--- src/acdp_pkg.sv ---
package acdp_pkg;

    // Field widths of the anchor and result channels.
    localparam int COORD_W = 28;
    localparam int COUNT_W = 24;
    localparam int SCORE_W = 32;
    localparam int PRED_W  = 11;

    // Window offsets and coordinate sums that include them.
    localparam int OFFSET_W = 32;
    localparam int SUM_W    = OFFSET_W + 1;

    // APB register port.
    localparam int APB_DW = 32;
    localparam int APB_AW = 4;

    // Default history depth.
    localparam int MAX_ANCHORS_DEF = 1024;

    // Scoring constants.
    localparam int MATCH_WEIGHT    = 10;
    localparam int LINK_BASE_COST  = 100;
    localparam int LINK_SPAN_LIMIT = 10000;
    localparam int DIAG_SPAN_LIMIT = 500;

    // Register indexes (byte address divided by four).
    typedef logic [APB_AW-3:0] reg_idx_t;
    localparam reg_idx_t REG_SAME_REGION = 2'd0;
    localparam reg_idx_t REG_Q_OFFSET    = 2'd1;
    localparam reg_idx_t REG_R_OFFSET    = 2'd2;

    // One history entry as kept in the anchor memory.
    typedef struct packed {
        logic [COORD_W-1:0]        q_end;
        logic [COORD_W-1:0]        r_start;
        logic [COORD_W-1:0]        r_end;
        logic signed [SCORE_W-1:0] score;
    } acdp_entry_t;

    // The current anchor as seen by the link pipeline.
    typedef struct packed {
        logic [COORD_W-1:0]        q_begin;
        logic [COORD_W-1:0]        q_finish;
        logic [COORD_W-1:0]        r_begin;
        logic [COORD_W-1:0]        r_finish;
        logic signed [SCORE_W-1:0] own;
        logic [OFFSET_W-1:0]       q_off;
        logic [OFFSET_W-1:0]       r_off;
        logic                      diag_en;
    } acdp_ctx_t;

    // One scored link candidate leaving the pipeline.
    typedef struct packed {
        logic                      valid;
        logic                      ok;
        logic signed [SCORE_W-1:0] score;
    } acdp_cand_t;

endpackage

--- src/acdp_link.sv ---
// Four-stage pipeline that scores one stored anchor as a predecessor of the
// current anchor. One history entry enters per cycle.
module acdp_link import acdp_pkg::*; #(
    parameter int IW = 10
) (
    input  logic          clk,
    input  logic          rst_n,
    input  logic          req_valid,
    input  logic [IW-1:0] req_idx,
    input  acdp_entry_t   req_entry,
    input  acdp_ctx_t     ctx,
    output acdp_cand_t    cand,
    output logic [IW-1:0] cand_idx,
    output logic          busy
);

    localparam int PEN_W  = COORD_W + 1;
    localparam int BASE_W = SCORE_W + 1;
    localparam int RAW_W  = SCORE_W + 3;
    localparam logic [COORD_W-1:0] SPAN_LIMIT = COORD_W'(LINK_SPAN_LIMIT);

    // Clamp a wide signed sum into the score range.
    function automatic logic signed [SCORE_W-1:0] sat_score(
        input logic signed [RAW_W-1:0] v
    );
        logic all_same;
        all_same = (v[RAW_W-1:SCORE_W-1] == {(RAW_W-SCORE_W+1){1'b0}}) ||
                   (v[RAW_W-1:SCORE_W-1] == {(RAW_W-SCORE_W+1){1'b1}});
        if (all_same)
        begin
            return v[SCORE_W-1:0];
        end
        else if (v[RAW_W-1])
        begin
            return {1'b1, {(SCORE_W-1){1'b0}}};
        end
        else
        begin
            return {1'b0, {(SCORE_W-1){1'b1}}};
        end
    endfunction

    // Stage valid bits.
    logic s2_valid_reg;
    logic s3_valid_reg;
    logic s4_valid_reg;
    logic s5_valid_reg;

    // Stage two: clipped gap starts and ordering checks.
    logic                      s2_ok_reg;
    logic [IW-1:0]             s2_idx_reg;
    logic [COORD_W-1:0]        s2_dq_reg;
    logic [COORD_W-1:0]        s2_dr_reg;
    logic [COORD_W-1:0]        s2_cqs_reg;
    logic [COORD_W-1:0]        s2_crs_reg;
    logic [COORD_W-1:0]        s2_pqe_reg;
    logic [COORD_W-1:0]        s2_pre_reg;
    logic signed [SCORE_W-1:0] s2_score_reg;

    // Stage three: gap extremes and genomic coordinates of the gap.
    logic                      s3_ok_reg;
    logic [IW-1:0]             s3_idx_reg;
    logic [COORD_W-1:0]        s3_mi_reg;
    logic [COORD_W-1:0]        s3_diff_reg;
    logic [SUM_W-1:0]          s3_aq_lo_reg;
    logic [SUM_W-1:0]          s3_aq_hi_reg;
    logic [SUM_W-1:0]          s3_ar_lo_reg;
    logic [SUM_W-1:0]          s3_ar_hi_reg;
    logic signed [SCORE_W-1:0] s3_score_reg;

    // Stage four: gap penalty, diagonal test and base sum.
    logic                      s4_ok_reg;
    logic [IW-1:0]             s4_idx_reg;
    logic [PEN_W-1:0]          s4_pen_reg;
    logic signed [BASE_W-1:0]  s4_base_reg;

    // Stage five: saturated link score.
    logic                      s5_ok_reg;
    logic [IW-1:0]             s5_idx_reg;
    logic signed [SCORE_W-1:0] s5_score_reg;

    // Combinational values of each stage.
    logic [COORD_W-1:0]        cqs;
    logic [COORD_W-1:0]        crs;
    logic                      order_ok;
    logic                      dq_gt;
    logic                      near;
    logic [SUM_W-1:0]          gap_hi;
    logic [SUM_W-1:0]          gap_lo;
    logic                      on_diag;
    logic [PEN_W-1:0]          penalty;
    logic signed [BASE_W-1:0]  base;
    logic signed [RAW_W-1:0]   raw;

    // Gap starts are clipped to the end of the stored anchor.
    always_comb
    begin
        cqs      = (ctx.q_begin < req_entry.q_end) ? req_entry.q_end : ctx.q_begin;
        crs      = (ctx.r_begin < req_entry.r_end) ? req_entry.r_end : ctx.r_begin;
        order_ok = (req_entry.q_end < ctx.q_finish) && (req_entry.r_end < ctx.r_finish) &&
                   (req_entry.r_start < ctx.r_begin);
    end

    // Larger and smaller gap; both must stay inside the link span.
    always_comb
    begin
        dq_gt = s2_dq_reg > s2_dr_reg;
        near  = (s2_dq_reg < SPAN_LIMIT) && (s2_dr_reg < SPAN_LIMIT);
    end

    // A link whose gap crosses the self-diagonal is rejected.
    always_comb
    begin
        gap_hi  = (s3_aq_hi_reg < s3_ar_hi_reg) ? s3_aq_hi_reg : s3_ar_hi_reg;
        gap_lo  = (s3_aq_lo_reg > s3_ar_lo_reg) ? s3_aq_lo_reg : s3_ar_lo_reg;
        on_diag = ctx.diag_en && (gap_hi > gap_lo);
        penalty = PEN_W'(s3_mi_reg) + PEN_W'(LINK_BASE_COST) + PEN_W'(s3_diff_reg >> 1);
        base    = BASE_W'(s3_score_reg) + BASE_W'(ctx.own);
    end

    // Link score before the best-so-far compare.
    always_comb
    begin
        raw = RAW_W'(s4_base_reg) - RAW_W'($signed({1'b0, s4_pen_reg}));
    end

    // Stage valid bits.
    always_ff @(posedge clk or negedge rst_n)
    begin
        if (!rst_n)
        begin
            s2_valid_reg <= 1'b0;
            s3_valid_reg <= 1'b0;
            s4_valid_reg <= 1'b0;
            s5_valid_reg <= 1'b0;
        end
        else
        begin
            s2_valid_reg <= req_valid;
            s3_valid_reg <= s2_valid_reg;
            s4_valid_reg <= s3_valid_reg;
            s5_valid_reg <= s4_valid_reg;
        end
    end

    // Stage payload.
    always_ff @(posedge clk)
    begin
        s2_ok_reg    <= order_ok;
        s2_idx_reg   <= req_idx;
        s2_dq_reg    <= cqs - req_entry.q_end;
        s2_dr_reg    <= crs - req_entry.r_end;
        s2_cqs_reg   <= cqs;
        s2_crs_reg   <= crs;
        s2_pqe_reg   <= req_entry.q_end;
        s2_pre_reg   <= req_entry.r_end;
        s2_score_reg <= req_entry.score;

        s3_ok_reg    <= s2_ok_reg && near;
        s3_idx_reg   <= s2_idx_reg;
        s3_mi_reg    <= dq_gt ? s2_dr_reg : s2_dq_reg;
        s3_diff_reg  <= dq_gt ? (s2_dq_reg - s2_dr_reg) : (s2_dr_reg - s2_dq_reg);
        s3_aq_lo_reg <= SUM_W'(ctx.q_off) + SUM_W'(s2_pqe_reg);
        s3_aq_hi_reg <= SUM_W'(ctx.q_off) + SUM_W'(s2_cqs_reg);
        s3_ar_lo_reg <= SUM_W'(ctx.r_off) + SUM_W'(s2_pre_reg);
        s3_ar_hi_reg <= SUM_W'(ctx.r_off) + SUM_W'(s2_crs_reg);
        s3_score_reg <= s2_score_reg;

        s4_ok_reg    <= s3_ok_reg && !on_diag;
        s4_idx_reg   <= s3_idx_reg;
        s4_pen_reg   <= penalty;
        s4_base_reg  <= base;

        s5_ok_reg    <= s4_ok_reg;
        s5_idx_reg   <= s4_idx_reg;
        s5_score_reg <= sat_score(raw);
    end

    assign cand.valid = s5_valid_reg;
    assign cand.ok    = s5_ok_reg;
    assign cand.score = s5_score_reg;
    assign cand_idx   = s5_idx_reg;
    assign busy       = s2_valid_reg || s3_valid_reg || s4_valid_reg || s5_valid_reg;

endmodule

--- config.mk ---
export PLATFORM = sky130hd
export DESIGN_NAME = acdp_link
export DESIGN_NICKNAME = d
export VERILOG_FILES = /design/src/acdp_pkg.sv /design/src/acdp_link.sv
export SDC_FILE = /design/constraint.sdc
export NUM_CORES = 2
export LEC_CHECK = 0
export BUFFER_PORTS_ARGS = -buffer_cell sky130_fd_sc_hd__buf_2
export CAP_MARGIN = 40
export CORE_AREA = 2 2 281 283
export DETAILED_ROUTE_END_ITERATION = 10
export DIE_AREA = 0 0 283 285
export GPL_ROUTABILITY_DRIVEN = 0
export PLACE_DENSITY = 0.71
export SETUP_SLACK_MARGIN = 0.05
export SYNTH_ARGS = -nofsm -noshare
export SYNTH_HDL_FRONTEND = slang
export SYNTH_SLANG_ARGS = --single-unit
--- constraint.sdc ---
create_clock -name clk -period 10.3 [get_ports clk]
set_clock_uncertainty 0.05 [all_clocks]
set_input_delay 1.03 -clock clk [delete_from_list [all_inputs] [get_ports clk]]
set_output_delay 1.03 -clock clk [all_outputs]
set_load 0.01 [all_outputs]
; ---- After elaboration in Yosys (flattened, before gate mapping)
; Cells that the tools add are included.
[totals]
word_cells = 73
ram_bits = 0
mem_count = 0
regBits = 562
out_inout_bits = 45
latch_bits = 0
romBits = 0
[classes]
mul = 0
n_lt_le_gt_ge = 11
shifts = 0
div = 0
bitwise = 0
muxes = 8
n_reduce_logical = 12
n_eq_ne = 1
add_sub_neg = 12
[op_table]
columns = op, count
row1 = $lt 28x28->1, 5
row2 = $add 32x28->33, 4
row3 = $mux 28, 4
row4 = $sub 28x28->28, 4
row5 = $gt 33x33->1, 2
row6 = $mux 33, 2
row7 = $mux 32, 2
row8 = $lt 28x14->1 const B, 2
row9 = $sub 33x30->34, 1
row10 = $add 32x32->33, 1
row11 = $lt 33x33->1, 1
row12 = $add 28x7->29 const B, 1
row13 = $add 29x27->29, 1
row14 = $gt 28x28->1, 1
row15 = $logic_and 1x1->1, 6
row16 = $eq 4x4->1 const B, 1
row17 = $logic_not 4->1, 1
row18 = $logic_or 1x1->1, 4
row19 = $logic_not 1->1, 1

; ---- Longest topological paths before layout
[depth]
depth_word = 6
mapped_depth = 26
depth_no_buf = 23

; ---- Worst setup path before layout
; No wires, ideal clock.
[synth_path]
kind = in2reg
start = input req_entry[49] in the netlist's numbering
end = register s2_dr_reg[24]
setup_time_ps = 123
path_slack_ps = 4608
arrival_ps = 5518
required_time_ps = 10127
stages = 26
cell_sequence = inv_1 > ha_1 > a21o_1 > a21o_1 > a21oi_1 > nor2_1 > a211oi_1 > nor2_1 > a2111oi_0 > o31a_1 > clkbuf_1 > buf_1 > nand2_1 > o21ai_0 > ha_1 > clkbuf_1 > and3_1 > and3_1 > a2111oi_0 > o31a_1 > a211oi_1 > nand3_1 > nand4_1 > a31oi_1 > o21bai_1 > xor2_1
[synth_via]
elab_chain_len = 3
[synth_rtl]
columns = item, line
row1 = "start, declared", acdp_link.sv:10  ; input acdp_entry_t req_entry,
row2 = $lt 28x28->1, acdp_link.sv:99  ; crs = (ctx.r_begin < req_entry.r_end) ? req_entry.r_end : ctx.r_begin;
row3 = $mux 28, acdp_link.sv:99
row4 = via crs[11], acdp_link.sv:84  ; logic [COORD_W-1:0] crs;
row5 = $sub 28x28->28, acdp_link.sv:152  ; s2_dr_reg <= crs - req_entry.r_end;
row6 = "end signal, assigned", acdp_link.sv:152
row7 = "end, declared", acdp_link.sv:53  ; logic [COORD_W-1:0] s2_dr_reg;
; The timed path passes the listed nets, and every way through them passes these cells.

; ---- Worst setup path in the final report
[layout_path]
start = input req_entry[49] in the netlist's numbering
end = register s2_dr_reg[25]
; The elaborated chain is that of the path after synthesis.

==> flow_summary.json <==
{
  "htreeDepth": 3,
  "synthAdderAreaFrac_pct": 21.2,
  "final_cell_mix": "ha_1 (569), dfxtp_1 (557), inv_1 (395), buf_2 (383), a21oi_1 (286)",
  "ctsHoldBuffers": 0,
  "dp_worst_setup_slack_ns": 4.10,
  "swShare_pct": 41.0,
  "rsz0062_at_grt": "false",
  "synth-edff-count": 0,
  "root_buffer": "clkbuf_16",
  "syn_to_final_growth_pct": 15.5,
  "min_period_ns": 5.69,
  "synth_area_per_cell_um2": 9.00,
  "clkPwrFrac_pct": 22.3,
  "share_seq_of_total_power_pct": 28.6,
  "worstPathArrival_ns": 6.12,
  "die-width_um": 283,
  "slowest_stage": "o31a_2",
  "via_per_inst": 5.52,
  "grt_pass1_vias": 28100,
  "synth_xor_xnor_area_share_pct": 6.33,
  "combPwrFrac_pct": 49.2,
  "fin_setup_tns_ns": 0,
  "fin_util_pct": 51.3,
  "ff2ff_path_depth": 23,
  "drt_first_pass_iters": 7,
  "synth_ff_type": "dfxtp_1",
  "clock_latency_ns": 0.63,
  "switchingPower_mw": 4.53,
  "cts_tree": "built",
  "antenna_found_initial": 20,
  "peakVddDrop_mv": 0.163,
  "ys_warn_count": 0,
  "ios": 383,
  "rr_startpoint": "s3_ar_hi_reg[10]$_DFF_P_",
  "tightest_slew_ns": 0.915,
  "status": "finished clean",
  "drc": 0,
  "synth_top_family_by_area": "adder cells",
  "met2_usage_pct": 40.0,
  "hold_violations": 0,
  "slew_violations": 0,
  "fill_cells": 7252,
  "wire_per_inst_um": 20.0,
  "overflow": 0,
  "stdcell_count": 5342,
  "grt_use_total_pct": 25.7,
  "place_area_um2": 37600,
  "power.total_mw": 11.0,
  "fp-row-count": 103,
  "worst_setup_path_end_kind": "flip-flop",
  "final_common_cell": "ha_1",
  "area.sequential_um2": 11300,
  "grt_max_degree": 56,
  "ys_ff_latch": 561,
  "via_count": 29500,
  "relSlewSlack_pct": 39.0,
  "cts_buffers": 67,
  "p_leak_nw": 20.1,
  "p_int_mw": 6.51,
  "path_class": "primary input to flip-flop",
  "fin_hold_ws_ns": 0.168,
  "worst_slack_ns": 4.61,
  "hold_path_class": "primary input to asynchronous set/reset pin",
  "core_um2": 78000,
  "cp_data_required_time_ns": 10.73,
  "synth.cell_area_um2": 34600,
  "ant_nets": 0,
  "crit_end": "s2_dr_reg[25]$_DFF_P_",
  "fin_crit_sh_pct": 55.3,
  "die_area_um2": 80700,
  "muxShareOfSynthArea_pct": 3.32,
  "fin_area_um2": 40000,
  "drt_iter0_drc": 2525,
  "ctsLongestPathBuffers": 3,
  "ys_top_cells_by_area": "dfxtp_1 (32%), ha_1 (21%), a21o_1 (4.9%)",
  "clkTransAtPathRegs_ns": 0.06,
  "yosysTopAreaCell": "dfxtp_1",
  "synthCells": 3846,
  "post-place-cells": 5218,
  "initial_utilization_pct": 44.4,
  "layout-drive-gt1-share_pct": 14.1,
  "synthArstFlopShare_pct": 0.713,
  "io_buffer_count": 382,
  "post-dp-hpwl_um": 88700,
  "rr_endpoint": "s4_ok_reg$_DFF_P_",
  "startpoint": "req_entry[49]",
  "top_usage_layer": "met2",
  "fmax_mhz": 176,
  "post_cts_resized": 0,
  "maxCapViolations": 0,
  "rrSetupSlack_ns": 4.88,
  "synth_top_area_share_pct": 32.2,
  "crit_chain": "buf_2 > inv_1 > ha_1 > a21o_1 > a21o_1 > a21oi_1 > nor2_1 > a211oi_1 > nor2_1 > a2111oi_0 > o31a_2 > buf_16 > o21ai_0 > ha_1 > o21a_1 > o21ai_0 > o21ai_0 > and3b_1 > o2111ai_1 > a41oi_1 > a21oi_1 > o41ai_1 > a21oi_1 > xnor2_1",
  "multi_input_area_um2": 21600,
  "final-setup-viol-count": 0,
  "ys_seq_area_share_pct": 32.5,
  "nets": 5156,
  "worstPathMaxFanout": 32,
  "grt_pass1_wl_um": 161000,
  "cp-start-kind": "primary input",
  "gr-usage-met3_pct": 6.68,
  "clock_sinks": 561,
  "use_met1_pct": 34.8,
  "synth_compound_area_share_pct": 19.9,
  "synth.distinct_cells": 79,
  "cts_setup_buffers": 0,
  "slowest_delay_ns": 0.59,
  "synth_simple_gate_area_share_pct": 11.5,
  "chipHeight_um": 285,
  "synth_nets": 4764,
  "wl_um": 107000,
  "power.density_nw_per_um2": 276
}
## worst min-delay path by stage
stage / startpoint / end / depth (start not counted)
2_1_floorplan: s4_idx_reg[0]$_DFF_P_ / cand_idx[0]$_DFF_P_ / 0
3_3_place_gp: s3_idx_reg[1]$_DFF_P_ / s4_idx_reg[1]$_DFF_P_ / 0
3_5_place_dp: s4_idx_reg[3]$_DFF_P_ / cand_idx[3]$_DFF_P_ / 0
4_1_cts: rst_n / s2_valid_reg$_DFF_PN0_ / 1
5_1_grt: rst_n / s2_valid_reg$_DFF_PN0_ / 1
6_report: rst_n / s2_valid_reg$_DFF_PN0_ / 1
## cell families (layout without fill, tap and decap cells)
| family | after synthesis | after routing |
|---|---|---|
| DFF | 561 | 561 |
| other | 0 | 5 |
| adders and majority gates | 580 | 580 |
| and+or+nand+nor | 807 | 807 |
| AOI/OAI and AO/OA | 1075 | 1075 |
| muxes | 107 | 107 |
| xor gates and xnor gates | 250 | 250 |
| buffers and inverters | 466 | 907 |
## power groups by stage
stage               clock (mW)  sequential [mW]  combinational [mW]
finish                    2.46             3.15                5.42
global route              2.58             3.19                6.04
CTS                       2.50             3.14                5.36
detailed placement           0             3.18                5.31
floorplan                    0             3.03                3.91
global placement             0             3.17                5.24
## cell usage after synthesis (all sizes together), types with 5 or more instances
cell	instances
a21boi	10
mux2	62
o21bai	45
xnor2	168
fa	11
o31ai	18
nand4	68
a41oi	12
o211ai	18
a211o	7
inv	395
nand2	197
o21ai	254
ha	569
nor2b	55
nand3	68
o21a	51
a21oi	289
o31a	13
o41ai	5
nor2	193
o221ai	5
xor2	82
a221o	5
clkbuf	38
nor4	21
or3	18
or4	7
or2	12
a311oi	7
a21o	227
and2	14
a211oi	26
buf	33
dfxtp	557
a221oi	9
a31o	6
and3	37
o2111ai	6
nor3	46
mux2i	45
and4	8
nor3b	5
nand2b	49
a31oi	29
## critical path: cells and delay by family
| family | cells | cell delay, ns |
|---|---|---|
| compound gates | 15 | 3.43 |
| fa+ha+maj | 2 | 0.71 |
| buf+inv | 3 | 0.45 |
| simple gates | 3 | 0.34 |
| xor+xnor | 1 | 0.13 |
## routing by layer
layer	part of all wire [%]	vias to the layer above	wire length, um
met5	0.12	-	130
met3	9.7	202	10300
met4	3.0	22	3160
met1	44	13600	47500
met2	43	1229	45700
li1	-	14400	-
## layout make-up
cell class | count | area share, %
diodes | 5 | 0.0313
inverters | 395 | 3.71
clock buffers | 82 | 4.65
repair buffers | 394 | 5.06
flip-flops and latches | 561 | 28.2
well taps | 1050 | 3.29
multi-input cells | 2819 | 54.0
clock inverters | 36 | 1.11
Power figures use the tool's default switching activity.
